[config.mk]
export PLATFORM = sky130hd
export DESIGN_NAME = intel_hex_record_parser
export DESIGN_NICKNAME = d
export VERILOG_FILES = /design/src/rtl/ihex_pkg.sv /design/src/rtl/ihex_core.sv /design/src/rtl/ihex_skid.sv /design/src/rtl/intel_hex_record_parser.sv
export VERILOG_INCLUDE_DIRS = /design/src /design/src/rtl
export SDC_FILE = /design/constraint.sdc
export NUM_CORES = 1
export LEC_CHECK = 0
export ABC_AREA = 1
export BUFFER_PORTS_ARGS = -buffer_cell sky130_fd_sc_hd__buf_2
export CORE_MARGIN = 1
export CORE_UTILIZATION = 25
export CTS_BUF_LIST = sky130_fd_sc_hd__clkbuf_8 sky130_fd_sc_hd__clkbuf_16
export DETAILED_ROUTE_END_ITERATION = 16
export SETUP_SLACK_MARGIN = 0.15
export SLEW_MARGIN = 20
export SYNTH_ARGS = -nofsm -noshare
export SYNTH_HDL_FRONTEND = slang
export SYNTH_SLANG_ARGS = --single-unit
[constraint.sdc]
create_clock -name clk -period 5.3 [get_ports clk]
set_clock_uncertainty 0.1 [all_clocks]
set_input_delay 1.06 -clock clk [delete_from_list [all_inputs] [get_ports clk]]
set_output_delay 1.06 -clock clk [all_outputs]
set_load 0.02 [all_outputs]
[src/rtl/intel_hex_record_parser_macros.svh]
// Assertion macros shared by the parser RTL.
`ifndef INTEL_HEX_RECORD_PARSER_MACROS_SVH
`define INTEL_HEX_RECORD_PARSER_MACROS_SVH

// Same-cycle implication, inactive while reset is asserted.
`define IHEX_ASSERT_NOW(label, clk, rst_n, ante, cons, msg) \
  label: assert property (@(posedge clk) disable iff (!rst_n) (ante) |-> (cons)) \
    else $error(msg);

// Next-cycle implication, inactive while reset is asserted.
`define IHEX_ASSERT_NEXT(label, clk, rst_n, ante, cons, msg) \
  label: assert property (@(posedge clk) disable iff (!rst_n) (ante) |=> (cons)) \
    else $error(msg);

`endif

[src/rtl/ihex_pkg.sv]
package ihex_pkg;

  localparam int unsigned CFG_W      = 17;
  localparam int unsigned BASE_W     = 32;
  localparam int unsigned FULL_ADDR_W = 33;

  localparam logic [CFG_W-1:0] IMAGE_SIZE_RESET = 17'd32768;

  localparam logic [7:0] CHAR_COLON = 8'h3A;
  localparam logic [7:0] CHAR_LF    = 8'h0A;
  localparam logic [7:0] CHAR_CR    = 8'h0D;

  localparam int unsigned MIN_LINE_CHARS = 11;
  // Line position from which the length byte is known.
  localparam int unsigned LEN_KNOWN_POS  = 3;

  localparam logic [7:0] REC_DATA = 8'h00;
  localparam logic [7:0] REC_EOF  = 8'h01;
  localparam logic [7:0] REC_ESA  = 8'h02;
  localparam logic [7:0] REC_ELA  = 8'h04;

  // Byte indices within a record line.
  localparam int unsigned BYTE_LEN      = 0;
  localparam int unsigned BYTE_OFS_HI   = 1;
  localparam int unsigned BYTE_OFS_LO   = 2;
  localparam int unsigned BYTE_TYPE     = 3;
  localparam int unsigned BYTE_DATA0    = 4;
  localparam int unsigned BYTE_DATA1    = 5;

  localparam logic [7:0] EXT_REC_LEN = 8'd2;

  typedef struct packed {
    logic       kind;
    logic [7:0] char_code;
  } in_item_t;

  typedef struct packed {
    logic             write_valid;
    logic [15:0]      write_address;
    logic [7:0]       write_data;
    logic             done_res;
    logic             success;
    logic [CFG_W-1:0] used_size;
    logic             failed;
  } out_item_t;

  // Returns {is_hex, nibble value}.
  function automatic logic [4:0] hex_digit(input logic [7:0] c);
    logic [4:0] res;
    res = 5'b0_0000;
    if (c >= 8'h30 && c <= 8'h39) begin
      res = {1'b1, 4'(c - 8'h30)};
    end else if (c >= 8'h41 && c <= 8'h46) begin
      res = {1'b1, 4'(c - 8'h37)};
    end else if (c >= 8'h61 && c <= 8'h66) begin
      res = {1'b1, 4'(c - 8'h57)};
    end
    return res;
  endfunction

endpackage

[src/rtl/ihex_core.sv]
`include "intel_hex_record_parser_macros.svh"

module ihex_core #(
  parameter int ADDRESS_BITS   = 16,
  parameter int MAX_LINE_CHARS = 599
) (
  input  logic                          clk,
  input  logic                          rst_n,
  input  logic                          item_take,
  input  ihex_pkg::in_item_t            item,
  input  logic                          cfg_take,
  input  logic [ihex_pkg::CFG_W-1:0]    cfg_data,
  output ihex_pkg::out_item_t           result
);

  localparam int LPW = $clog2(MAX_LINE_CHARS + 2);
  localparam int KW  = LPW - 1;
  localparam logic [ihex_pkg::CFG_W-1:0] CAP_LIM =
    (ADDRESS_BITS <= 16) ? (17'd1 << ADDRESS_BITS) : 17'h1FFFF;
  localparam logic [ihex_pkg::CFG_W-1:0] CAP_RESET =
    (ihex_pkg::IMAGE_SIZE_RESET > CAP_LIM) ? CAP_LIM : ihex_pkg::IMAGE_SIZE_RESET;

  logic [LPW-1:0]                       lp_r, lp_nxt;
  logic                                 ignore_r, ignore_nxt;
  logic [3:0]                           hi_nib_r, hi_nib_nxt;
  logic [7:0]                           len_r, len_nxt;
  logic [15:0]                          offset_r, offset_nxt;
  logic [7:0]                           type_r, type_nxt;
  logic [15:0]                          ext_r, ext_nxt;
  logic [7:0]                           sum_r, sum_nxt;
  logic [ihex_pkg::BASE_W-1:0]          base_r, base_nxt;
  logic [ihex_pkg::FULL_ADDR_W-1:0]     addr_r, addr_nxt;
  logic [ihex_pkg::CFG_W-1:0]           hu_r, hu_nxt;
  logic                                 eof_r, eof_nxt;
  logic                                 fault_r, fault_nxt;
  logic [ihex_pkg::CFG_W-1:0]           cap_r, cap_nxt;

  logic [4:0]                           dig;
  logic [7:0]                           byte_val;
  logic [LPW-1:0]                       want;
  logic [KW-1:0]                        k;
  logic [KW-1:0]                        k_limit;
  logic [ihex_pkg::CFG_W-1:0]           addr_inc;
  logic                                 fin_fault;
  logic                                 fin_eof;
  logic [ihex_pkg::BASE_W-1:0]          fin_base;

  assign dig      = ihex_pkg::hex_digit(item.char_code);
  assign byte_val = {hi_nib_r, dig[3:0]};
  assign want     = LPW'(ihex_pkg::MIN_LINE_CHARS) + LPW'({len_r, 1'b0});
  assign k        = lp_r[LPW-1:1] - KW'(1);
  assign k_limit  = KW'(ihex_pkg::BYTE_DATA0) + KW'(len_r);
  assign addr_inc = addr_r[ihex_pkg::CFG_W-1:0] + 17'd1;
  assign cap_nxt  = cfg_take ? ((cfg_data > CAP_LIM) ? CAP_LIM : cfg_data) : cap_r;

  // Checks a completed line and applies its record.
  always_comb begin
    fin_fault = fault_r;
    fin_eof   = eof_r;
    fin_base  = base_r;
    if (lp_r != '0 && !fault_r) begin
      if (lp_r < LPW'(ihex_pkg::MIN_LINE_CHARS) || lp_r != want || sum_r != 8'h00) begin
        fin_fault = 1'b1;
      end else begin
        unique case (type_r)
          ihex_pkg::REC_EOF: begin
            if (len_r != 8'h00) fin_fault = 1'b1;
            else fin_eof = 1'b1;
          end
          ihex_pkg::REC_ESA: begin
            if (len_r != ihex_pkg::EXT_REC_LEN) fin_fault = 1'b1;
            else fin_base = {12'h000, ext_r, 4'h0};
          end
          ihex_pkg::REC_ELA: begin
            if (len_r != ihex_pkg::EXT_REC_LEN) fin_fault = 1'b1;
            else fin_base = {ext_r, 16'h0000};
          end
          default: ;
        endcase
      end
    end
  end

  always_comb begin
    lp_nxt     = lp_r;
    ignore_nxt = ignore_r;
    hi_nib_nxt = hi_nib_r;
    len_nxt    = len_r;
    offset_nxt = offset_r;
    type_nxt   = type_r;
    ext_nxt    = ext_r;
    sum_nxt    = sum_r;
    base_nxt   = base_r;
    addr_nxt   = addr_r;
    hu_nxt     = hu_r;
    eof_nxt    = eof_r;
    fault_nxt  = fault_r;
    result     = '0;

    if (item_take) begin
      if (item.kind) begin
        result.done_res  = 1'b1;
        result.used_size = hu_r;
        result.success   = !fin_fault && fin_eof && (hu_r != '0);
        result.failed    = fin_fault;
        lp_nxt     = '0;
        ignore_nxt = 1'b0;
        hi_nib_nxt = '0;
        len_nxt    = '0;
        offset_nxt = '0;
        type_nxt   = '0;
        ext_nxt    = '0;
        sum_nxt    = '0;
        base_nxt   = '0;
        hu_nxt     = '0;
        eof_nxt    = 1'b0;
        fault_nxt  = 1'b0;
      end else begin
        if (item.char_code == ihex_pkg::CHAR_LF) begin
          fault_nxt  = fin_fault;
          eof_nxt    = fin_eof;
          base_nxt   = fin_base;
          lp_nxt     = '0;
          ignore_nxt = 1'b0;
          hi_nib_nxt = '0;
          len_nxt    = '0;
          offset_nxt = '0;
          type_nxt   = '0;
          ext_nxt    = '0;
          sum_nxt    = '0;
        end else if (item.char_code == ihex_pkg::CHAR_CR) begin
          ignore_nxt = 1'b1;
        end else if (!ignore_r && !fault_r) begin
          lp_nxt = lp_r + LPW'(1);
          if (lp_r >= LPW'(MAX_LINE_CHARS)) begin
            fault_nxt = 1'b1;
          end else if (lp_r == '0) begin
            if (item.char_code != ihex_pkg::CHAR_COLON) fault_nxt = 1'b1;
          end else if (!dig[4] ||
                       (lp_r >= LPW'(ihex_pkg::LEN_KNOWN_POS) && lp_r >= want)) begin
            fault_nxt = 1'b1;
          end else if (lp_r[0]) begin
            hi_nib_nxt = dig[3:0];
          end else begin
            sum_nxt = sum_r + byte_val;
            priority if (k == KW'(ihex_pkg::BYTE_LEN)) begin
              len_nxt = byte_val;
            end else if (k == KW'(ihex_pkg::BYTE_OFS_HI)) begin
              offset_nxt = {byte_val, 8'h00};
            end else if (k == KW'(ihex_pkg::BYTE_OFS_LO)) begin
              offset_nxt = {offset_r[15:8], byte_val};
            end else if (k == KW'(ihex_pkg::BYTE_TYPE)) begin
              type_nxt = byte_val;
              // The start address of the data is fixed once the offset is complete.
              addr_nxt = {1'b0, base_r} + ihex_pkg::FULL_ADDR_W'(offset_r);
            end else begin
              if (k == KW'(ihex_pkg::BYTE_DATA0)) ext_nxt = {byte_val, 8'h00};
              else if (k == KW'(ihex_pkg::BYTE_DATA1)) ext_nxt = {ext_r[15:8], byte_val};
              addr_nxt = addr_r + ihex_pkg::FULL_ADDR_W'(1);
              if (type_r == ihex_pkg::REC_DATA && k < k_limit) begin
                if (addr_r >= ihex_pkg::FULL_ADDR_W'(cap_r)) begin
                  fault_nxt = 1'b1;
                end else begin
                  result.write_valid   = 1'b1;
                  result.write_address = addr_r[15:0];
                  result.write_data    = byte_val;
                  if (addr_inc > hu_r) hu_nxt = addr_inc;
                end
              end
            end
          end
        end
        result.failed = fault_nxt;
      end
    end
  end

  always_ff @(posedge clk) begin
    if (!rst_n) begin
      lp_r     <= '0;
      ignore_r <= 1'b0;
      hi_nib_r <= '0;
      len_r    <= '0;
      offset_r <= '0;
      type_r   <= '0;
      ext_r    <= '0;
      sum_r    <= '0;
      base_r   <= '0;
      hu_r     <= '0;
      eof_r    <= 1'b0;
      fault_r  <= 1'b0;
      cap_r    <= CAP_RESET;
    end else begin
      lp_r     <= lp_nxt;
      ignore_r <= ignore_nxt;
      hi_nib_r <= hi_nib_nxt;
      len_r    <= len_nxt;
      offset_r <= offset_nxt;
      type_r   <= type_nxt;
      ext_r    <= ext_nxt;
      sum_r    <= sum_nxt;
      base_r   <= base_nxt;
      hu_r     <= hu_nxt;
      eof_r    <= eof_nxt;
      fault_r  <= fault_nxt;
      cap_r    <= cap_nxt;
    end
  end

  always_ff @(posedge clk) begin
    addr_r <= addr_nxt;
  end

  `IHEX_ASSERT_NOW(a_no_write_after_fault, clk, rst_n, item_take && result.write_valid, !fault_r, "write issued after a fault")
  `IHEX_ASSERT_NOW(a_write_in_range, clk, rst_n, item_take && result.write_valid, ihex_pkg::CFG_W'(result.write_address) < cap_r, "write at or above capacity")
  `IHEX_ASSERT_NEXT(a_end_clears, clk, rst_n, item_take && item.kind, lp_r == '0 && !fault_r && hu_r == '0 && !eof_r, "state not cleared after end of input")

endmodule

[src/rtl/ihex_skid.sv]
`include "intel_hex_record_parser_macros.svh"

module ihex_skid (
  input  logic                 clk,
  input  logic                 rst_n,
  input  logic                 in_valid,
  output logic                 in_stall,
  input  ihex_pkg::out_item_t  in_item,
  output logic                 out_valid,
  input  logic                 out_stall,
  output ihex_pkg::out_item_t  out_item
);

  logic                 out_v_r, out_v_nxt;
  logic                 skid_v_r, skid_v_nxt;
  ihex_pkg::out_item_t  out_d_r, out_d_nxt;
  ihex_pkg::out_item_t  skid_d_r, skid_d_nxt;
  logic                 take_in;
  logic                 out_free;

  assign in_stall  = skid_v_r;
  assign take_in   = in_valid && !skid_v_r;
  assign out_free  = !out_v_r || !out_stall;
  assign out_valid = out_v_r;
  assign out_item  = out_d_r;

  always_comb begin
    out_v_nxt  = out_v_r;
    skid_v_nxt = skid_v_r;
    out_d_nxt  = out_d_r;
    skid_d_nxt = skid_d_r;
    if (out_free) begin
      if (skid_v_r) begin
        out_v_nxt  = 1'b1;
        out_d_nxt  = skid_d_r;
        skid_v_nxt = 1'b0;
      end else begin
        out_v_nxt = take_in;
        out_d_nxt = in_item;
      end
    end else if (take_in) begin
      // Output is held, so the new transfer parks in the skid stage.
      skid_v_nxt = 1'b1;
      skid_d_nxt = in_item;
    end
  end

  always_ff @(posedge clk) begin
    if (!rst_n) begin
      out_v_r  <= 1'b0;
      skid_v_r <= 1'b0;
    end else begin
      out_v_r  <= out_v_nxt;
      skid_v_r <= skid_v_nxt;
    end
  end

  always_ff @(posedge clk) begin
    out_d_r  <= out_d_nxt;
    skid_d_r <= skid_d_nxt;
  end

  `IHEX_ASSERT_NOW(a_skid_behind_out, clk, rst_n, skid_v_r, out_v_r, "skid stage full while output empty")
  `IHEX_ASSERT_NEXT(a_skid_fill_cause, clk, rst_n, !skid_v_r && !(out_v_r && out_stall), !skid_v_r, "skid stage filled without a held output")
  `IHEX_ASSERT_NEXT(a_skid_drains, clk, rst_n, skid_v_r && !out_stall, !skid_v_r, "skid stage did not drain")

endmodule

[src/rtl/intel_hex_record_parser.sv]
// Throughput: one item per cycle while in_stall is low; results are registered
// in the output buffer, and the whole record decode sits in one register stage.
// A two-entry output buffer lets the input keep flowing while one result is held.
// Reset (rst_n, synchronous, active low) clears the parser state and flags
// and returns image_size to 32768, limited to the address range.
module intel_hex_record_parser #(
  parameter int ADDRESS_BITS   = 16,
  parameter int MAX_LINE_CHARS = 599
) (
  input  logic                        clk,
  input  logic                        rst_n,
  input  logic                        in_valid,
  output logic                        in_stall,
  input  ihex_pkg::in_item_t          in_data,
  output logic                        out_valid,
  input  logic                        out_stall,
  output ihex_pkg::out_item_t         out_data,
  input  logic                        cfg_valid,
  output logic                        cfg_ready,
  input  logic [ihex_pkg::CFG_W-1:0]  cfg_data
);

  logic                 item_take;
  ihex_pkg::out_item_t  result;

  assign cfg_ready = 1'b1;
  assign item_take = in_valid && !in_stall;

  ihex_core #(
    .ADDRESS_BITS   (ADDRESS_BITS),
    .MAX_LINE_CHARS (MAX_LINE_CHARS)
  ) u_core (
    .clk       (clk),
    .rst_n     (rst_n),
    .item_take (item_take),
    .item      (in_data),
    .cfg_take  (cfg_valid),
    .cfg_data  (cfg_data),
    .result    (result)
  );

  ihex_skid u_skid (
    .clk       (clk),
    .rst_n     (rst_n),
    .in_valid  (item_take),
    .in_stall  (in_stall),
    .in_item   (result),
    .out_valid (out_valid),
    .out_stall (out_stall),
    .out_item  (out_data)
  );

endmodule

Word-level counts from Yosys, hierarchy flattened
Cells that the tools add are included.
{"block": "word_totals", "inputBits": 31, "register_bits": 264, "mem_bits_ro": 0, "latch_bits": 0, "mem_bits_rw": 0, "elab_cells": 307, "memories": 0, "output_inout_bits": 48}
{"block": "classes", "mux": 141, "bitwise": 12, "reduce_logical": 61, "addsub": 11, "magnitude_cmp": 14, "div_mod_pow": 0, "shifts": 0, "n_eq_ne": 36, "mul": 0}
{"cell": "$mux 16", "n": 23}
{"cell": "$mux 25", "n": 14}
{"cell": "$mux 17", "n": 16}
{"cell": "$mux 8", "n": 31}
{"cell": "$mux 32", "n": 6}
{"cell": "$mux 45", "n": 2}
{"cell": "$pmux 32 s2", "n": 1}
{"cell": "$mux 10", "n": 4}
{"cell": "$reduce_and 12->1", "n": 3}
{"cell": "$add 32x16->33", "n": 1}
{"cell": "$add 33x1->33 const B", "n": 1}
{"cell": "$ge 33x17->1", "n": 1}
{"cell": "$mux 33", "n": 1}
{"cell": "$mux 4", "n": 8}
{"cell": "$mux 1", "n": 30}
{"cell": "$ne 2x2->1 const B", "n": 12}
{"cell": "$ne 3x2->1 const B", "n": 8}
{"cell": "$reduce_bool 3->1", "n": 8}
{"cell": "$reduce_and 7->1", "n": 3}
{"cell": "$mux 19", "n": 1}
{"cell": "$eq 9x2->1 const B", "n": 2}
{"cell": "$eq 9x3->1 const B", "n": 2}
{"cell": "$reduce_and 9->1", "n": 2}
{"cell": "$add 17x1->17 const B", "n": 1}
{"cell": "47 further kinds", "n": 94}

Depth between registers and ports, before layout
{"block": "depth", "ltp_word": 21, "depth_mapped": 24, "depth_no_buf": 24}

Hierarchy
Synthesis repeated with hierarchy kept, for this count alone.
{"block": "hier_totals", "hier_cells": 1951, "hier_area_um2": 15299.7}
{"mod": "ihex_core", "instances": 1, "seq_area_each_um2": 3693.5, "area_per_inst_um2": 11838.9, "cells_per_inst": 1702}
{"mod": "ihex_skid", "instances": 1, "seq_area_each_um2": 2742.6, "area_per_inst_um2": 3439.5, "cells_per_inst": 245}
{"mod": "intel_hex_record_parser", "instances": 1, "seq_area_each_um2": 0.0, "area_per_inst_um2": 21.3, "cells_per_inst": 4}

Least setup slack after synthesis
OpenSTA, ideal clock, no wires.
{"block": "synth_timing", "kind": "input to register", "startpoint": "input out_stall", "endpoint": "register u_skid.skid_d_r[0] (netlist bit) (enable)", "setup_slack_ns": 0.630, "cell_stages": 2, "required_ns": 4.752, "path_buffers": 0, "arrival_ns": 4.123, "setup_time_ns": 0.448, "path_cell_list": "nand2_1 nor2_1"}
{"block": "synth_via", "elab_chain_cells": 4}
{"element": "start, declared", "line": "intel_hex_record_parser.sv:16", "source": "input logic out_stall,"}
{"element": "$logic_not 1->1", "line": "ihex_skid.sv:23", "source": "assign out_free = !out_v_r || !out_stall;"}
{"element": "$logic_or 1x1->1", "line": "ihex_skid.sv:23"}
{"element": "$not 1->1 (no line)"}
{"element": "$reduce_and 2->1 (no line)"}
{"element": "end signal, assigned", "line": "ihex_skid.sv:60", "source": "skid_d_r <= skid_d_nxt;"}
{"element": "end, declared", "line": "ihex_skid.sv:17", "source": "ihex_pkg::out_item_t skid_d_r, skid_d_nxt;"}
No other way between the ends.
A chain may end at the register's enable or synchronous reset.

Worst setup path in the final report
{"block": "layout_timing", "startpoint": "register u_core.addr_r[0] (netlist bit)", "endpoint": "register u_core.hu_r[9] (netlist bit)"}
{"block": "layout_via", "elab_chain_cells": 16, "word_cells_on_any_way": 21, "classes_between": "add/sub (1); order compare (2); eq/ne (1); mux (15); reduce/logical (2)"}
{"element": "start, declared", "line": "ihex_core.sv:32", "source": "logic [ihex_pkg::FULL_ADDR_W-1:0] addr_r, addr_nxt;"}
{"element": "start signal, assigned", "line": "ihex_core.sv:211", "source": "addr_r <= addr_nxt;"}
{"element": "$add 17x1->17", "line": "ihex_core.sv:53", "source": "assign addr_inc = addr_r[ihex_pkg::CFG_W-1:0] + 17'd1;"}
{"element": "$mux 17", "line": "ihex_core.sv:167", "source": "if (addr_inc > hu_r) hu_nxt = addr_inc;"}
{"element": "$mux 17", "line": "ihex_core.sv:161", "source": "if (addr_r >= ihex_pkg::FULL_ADDR_W'(cap_r)) begin"}
{"element": "$mux 17", "line": "ihex_core.sv:160", "source": "if (type_r == ihex_pkg::REC_DATA && k < k_limit) begin"}
{"element": "$mux 17", "line": "ihex_core.sv:152", "source": "end else if (k == KW'(ihex_pkg::BYTE_TYPE)) begin"}
{"element": "$mux 17", "line": "ihex_core.sv:150", "source": "end else if (k == KW'(ihex_pkg::BYTE_OFS_LO)) begin"}
{"element": "$mux 17", "line": "ihex_core.sv:148", "source": "end else if (k == KW'(ihex_pkg::BYTE_OFS_HI)) begin"}
{"element": "$mux 17", "line": "ihex_core.sv:146", "source": "priority if (k == KW'(ihex_pkg::BYTE_LEN)) begin"}
{"element": "$mux 17", "line": "ihex_core.sv:142", "source": "end else if (lp_r[0]) begin"}
{"element": "$mux 17", "line": "ihex_core.sv:139", "source": "end else if (!dig[4] ||"}
{"element": "$mux 17", "line": "ihex_core.sv:137", "source": "end else if (lp_r == '0) begin"}
{"element": "$mux 17", "line": "ihex_core.sv:135", "source": "if (lp_r >= LPW'(MAX_LINE_CHARS)) begin"}
{"element": "$mux 17", "line": "ihex_core.sv:133", "source": "end else if (!ignore_r && !fault_r) begin"}
{"element": "$mux 17", "line": "ihex_core.sv:131", "source": "end else if (item.char_code == ihex_pkg::CHAR_CR) begin"}
{"element": "$mux 17", "line": "ihex_core.sv:119", "source": "if (item.char_code == ihex_pkg::CHAR_LF) begin"}
{"element": "$mux 17", "line": "ihex_core.sv:101", "source": "if (item.kind) begin"}
{"element": "end signal, assigned", "line": "ihex_core.sv:203", "source": "hu_r <= hu_nxt;"}
{"element": "end, declared", "line": "ihex_core.sv:33", "source": "logic [ihex_pkg::CFG_W-1:0] hu_r, hu_nxt;"}
Several ways; a longest one is shown, not always the timed one. The select of a mux whose other input is x is not followed.

==> metrics.txt <==
Tightest Pin Transition=1033 ps; remaining global-route overflow=0; die outline width=248.0 um; Iteration-0 DRC Markers=893; wire length of the first global-routing pass=65.22 mm; mean area per synthesized cell=7.616 um^2; total of warnings raised by yosys=0; result of the run=finished, violations left; EDFF count, synth=123; area of placed instances=16290 um^2; CP Capture Type=flop; finished layout cell area=17330 um^2; peak ir drop on the vdd network=0.0002554 V; aggregate routed wire length=41.64 mm; layout cell share with drive strength beyond 1=9.821%; number of antenna repair diodes=0; fraction of power spent switching nets=25.58%; clock network fraction of total power=45.5%; setup repair after global routing missed its margin=false; crit-path max FO=18; WP buf/inv=2; Post-Synthesis Cells=1987; Seq pwr share=45.6%; Final setup viols=0; critical path's top delay family=simple AND/OR/NAND/NOR gates; Post-Synthesis Net Count=2107; Achievable Freq=224.3 MHz; areal power density over the cells=278.8 nW/um^2; arrival time reported for the critical path endpoint=4830 ps; worst path cell trace=inv_1, nor3_2, nand3_1, nor2_1, nand3_1, nor2_1, nand2_1, o21ai_0, inv_1, ha_1, nand2_1, nor2_1, and2_1, nand4_1, nand3_1, nand2_1, nand2_1, nand3_1, nor2_4, nand2_4, nand2_1, a21oi_1; class of the most critical hold timing path=reg2reg; cell type contributing the most total cell area after synthesis=edfxtp_1; Routed Antenna Nets=0; Worst-Skew Late Latency=580 ps; hold_buf cts=0; number of hold-slack violations in the final timing report=0; routed wire length per instance=14.66 um; count of vias placed by the detailed router=12910; category of the critical setup timing path=reg2reg; worst stage delay on the critical path=430 ps; worst slew margin relative to its limit=31.03%; die area=61520 um^2; Crit path required time=5670 ps; total negative setup slack=0 ps; register bit total from synthesis=260; Inserted Clock Buffers=29; PostCTS Resize Cnt=0; number of pins exceeding their max-slew limit in the final report=0; minimum clock period=4459 ps; number of distinct library cells after synthesis=53; largest cells by area after synthesis=edfxtp_1 24%, dfxtp_1 18%, nand2_1 11%; Logic pwr share=9.0%; routability-driven placement congestion ratio=0.9137; leading register cell type out of synthesis=dfxtp_1; post-route DRC violation count=1; H-tree lvl count=1; effective utilization at floorplan=25.45%; total iterations of the first detailed-routing run=12; PortBufs=77; final worst-path cycle share=84.13%; count of cells along the worst register-to-register path=22; routed via count divided by cell count=4.547; number of antenna violations at the first check in global routing=0; Area growth, synth to finish=14.54%; max-capacitance violation count=0; Worst-path clk slew=70 ps; cell with the biggest individual delay on the critical path=edfxtp_1; category of the worst setup path launch point=flop; number of buffers on the longest clock path=3; cell row count=89; net switching power figure=1.236 mW; TritonCTS clock tree=done; die height=248.0 um; Crit. path cell count=22; Floorplan Core Area=59460 um^2; Pleak=7.110 nW; area of combinational cells with multiple inputs=7498 um^2; synthesized cell area=15130 um^2; final-stage net count=2165; sequential cell area fraction in the yosys report=42.53%; fraction of post-synthesis cell area in the top cell type by area=24.41%; Pint=3.596 mW; postcts setup bufs=0; total routing usage reported by global routing=13.29%; I/O pin total=79; dpl hpwl=31.05 mm; Worst Hold Path Cells=2; library cell used as clock root buffer=clkbuf_16; CP dominant cell by count=nand2_1; register area=6437 um^2; maximum number of pins on one net before global-route repair=61; # clock sinks=260; violated checks=DRC; async set-or-reset flop fraction in the synthesized netlist=0%; number of inserted filler cells in the final layout=6513; vias in the first global route=11950
## worst paths after layout
kind,startpoint,endpoint,slack (ps)
hold reg to reg,u_core.offset_r[3]$_SDFFE_PN0P_,u_core.offset_r[3]$_SDFFE_PN0P_,360
hold / removal,u_core.offset_r[3]$_SDFFE_PN0P_,u_core.offset_r[3]$_SDFFE_PN0P_,360
setup / recovery,u_core.addr_r[0]$_DFFE_PP_,u_core.hu_r[9]$_SDFFE_PN0P_,840
setup reg to reg,u_core.addr_r[0]$_DFFE_PP_,u_core.hu_r[9]$_SDFFE_PN0P_,840
## power groups by stage
stage / sequential (mW) / combinational [mW] / clock, mW
global placement: 2.24 / 0.430 / 0
global route: 2.21 / 0.490 / 2.30
detailed placement: 2.25 / 0.431 / 0
finish: 2.20 / 0.433 / 2.20
floorplan: 2.26 / 0.284 / 0
CTS: 2.20 / 0.433 / 2.23
## registers in the layout, summed over array words and instances, names as in the netlist
| register | flops |
|---|---|
| u_core.fault_r | 1 |
| u_core.cap_r | 17 |
| u_core.hu_r | 17 |
| u_skid.out_item | 45 |
| u_skid.out_valid | 1 |
| u_core.hi_nib_r | 4 |
| u_core.ext_r | 16 |
| u_skid.in_stall | 1 |
| u_core.len_r | 8 |
| u_core.eof_r | 1 |
| u_core.sum_r | 8 |
| u_core.ignore_r | 1 |
| u_core.lp_r | 10 |
| u_core.addr_r | 33 |
| u_skid.skid_d_r | 45 |
| u_core.type_r | 8 |
| u_core.offset_r | 16 |
| u_core.base_r | 28 |
## cell families after synthesis
logic type | after synthesis | synth area share [%]
xor gates and xnor gates | 53 | 3.068
other | 1 | 0.02478
DFF | 260 | 42.53
AOI/OAI and AO/OA | 336 | 11.75
adders and majority gates | 89 | 7.458
buffers and inverters | 304 | 8.037
and+or+nand+nor | 944 | 27.13
## cell usage after synthesis, types with 6 or more instances
library cell	instances
dfxtp_1	137
o21bai_1	9
nor2_2	11
o21ai_0	127
nor3_1	46
edfxtp_1	123
nor2_4	8
o21ai_1	36
xor2_1	46
nor2_1	258
nand2_1	445
a21oi_1	135
buf_2	15
xnor2_1	7
ha_1	87
nand2_2	6
nor4_1	15
clkbuf_1	37
inv_1	227
inv_2	11
nand4_1	37
nand3_1	98
## per-stage QoR
stage	power (mW)	worst slack, ps	cells	utilization [%]	hold slack (ps)
after floorplan	2.543	629.9	1987	-	340.1
final	4.832	841.2	2840	29.15	362.9
after CTS	4.861	905.9	2840	29.15	364.8
after detailed placement	2.677	856.8	2787	27.40	356.3
after global placement	2.674	921.2	2787	27.40	351.5
after global routing	4.999	428.5	2840	29.15	378.1
## cell usage in the layout, fill, tap and decap left out, types with 3 or more instances in the layout
master	Yosys	routed
nor3_4	2	3
o21a_1	5	5
a211oi_1	4	4
xor2_1	46	46
nor2_1	258	257
inv_2	11	12
nor3_1	46	46
a21oi_1	135	135
ha_1	87	87
clkinvlp_4	0	4
dfxtp_1	137	136
a21o_1	4	4
nor2_4	8	9
nand2_2	6	8
a31oi_1	5	5
nand3_1	98	98
buf_4	5	14
nor2_2	11	11
o21ai_1	36	36
clkbuf_8	0	4
bufinv_16	0	5
o21bai_1	9	9
nor4_1	15	15
buf_2	15	77
nand3_2	3	3
clkinv_2	0	7
inv_1	227	228
clkbuf_16	0	29
xnor2_1	7	7
o21ai_0	127	127
edfxtp_1	123	123
nand2_1	445	443
nand4_1	37	37
## final cells by class
cell class,instances,share of cell area (%)
clock buffers,33,4.505
multi-input cells,1423,43.26
repair buffers,91,2.830
flip-flops and latches,260,37.14
inverters,240,5.198
clock inverters,20,1.480
well taps,773,5.580
## tightest hold or removal path: stages, from the launching register on
cell and delay [ps]:
dfxtp_1 310, nand2_1 60, a21oi_1 50
## metal layers
metal	GRT usage (%)	part of all wire (%)	routed length [um]
met5	0	0	0
met4	2.941	2.3	962
met3	1.573	4.9	2058
met2	22.00	45	18600
met1	18.41	48	20010
No activity file was read; power rests on OpenSTA's default activity.
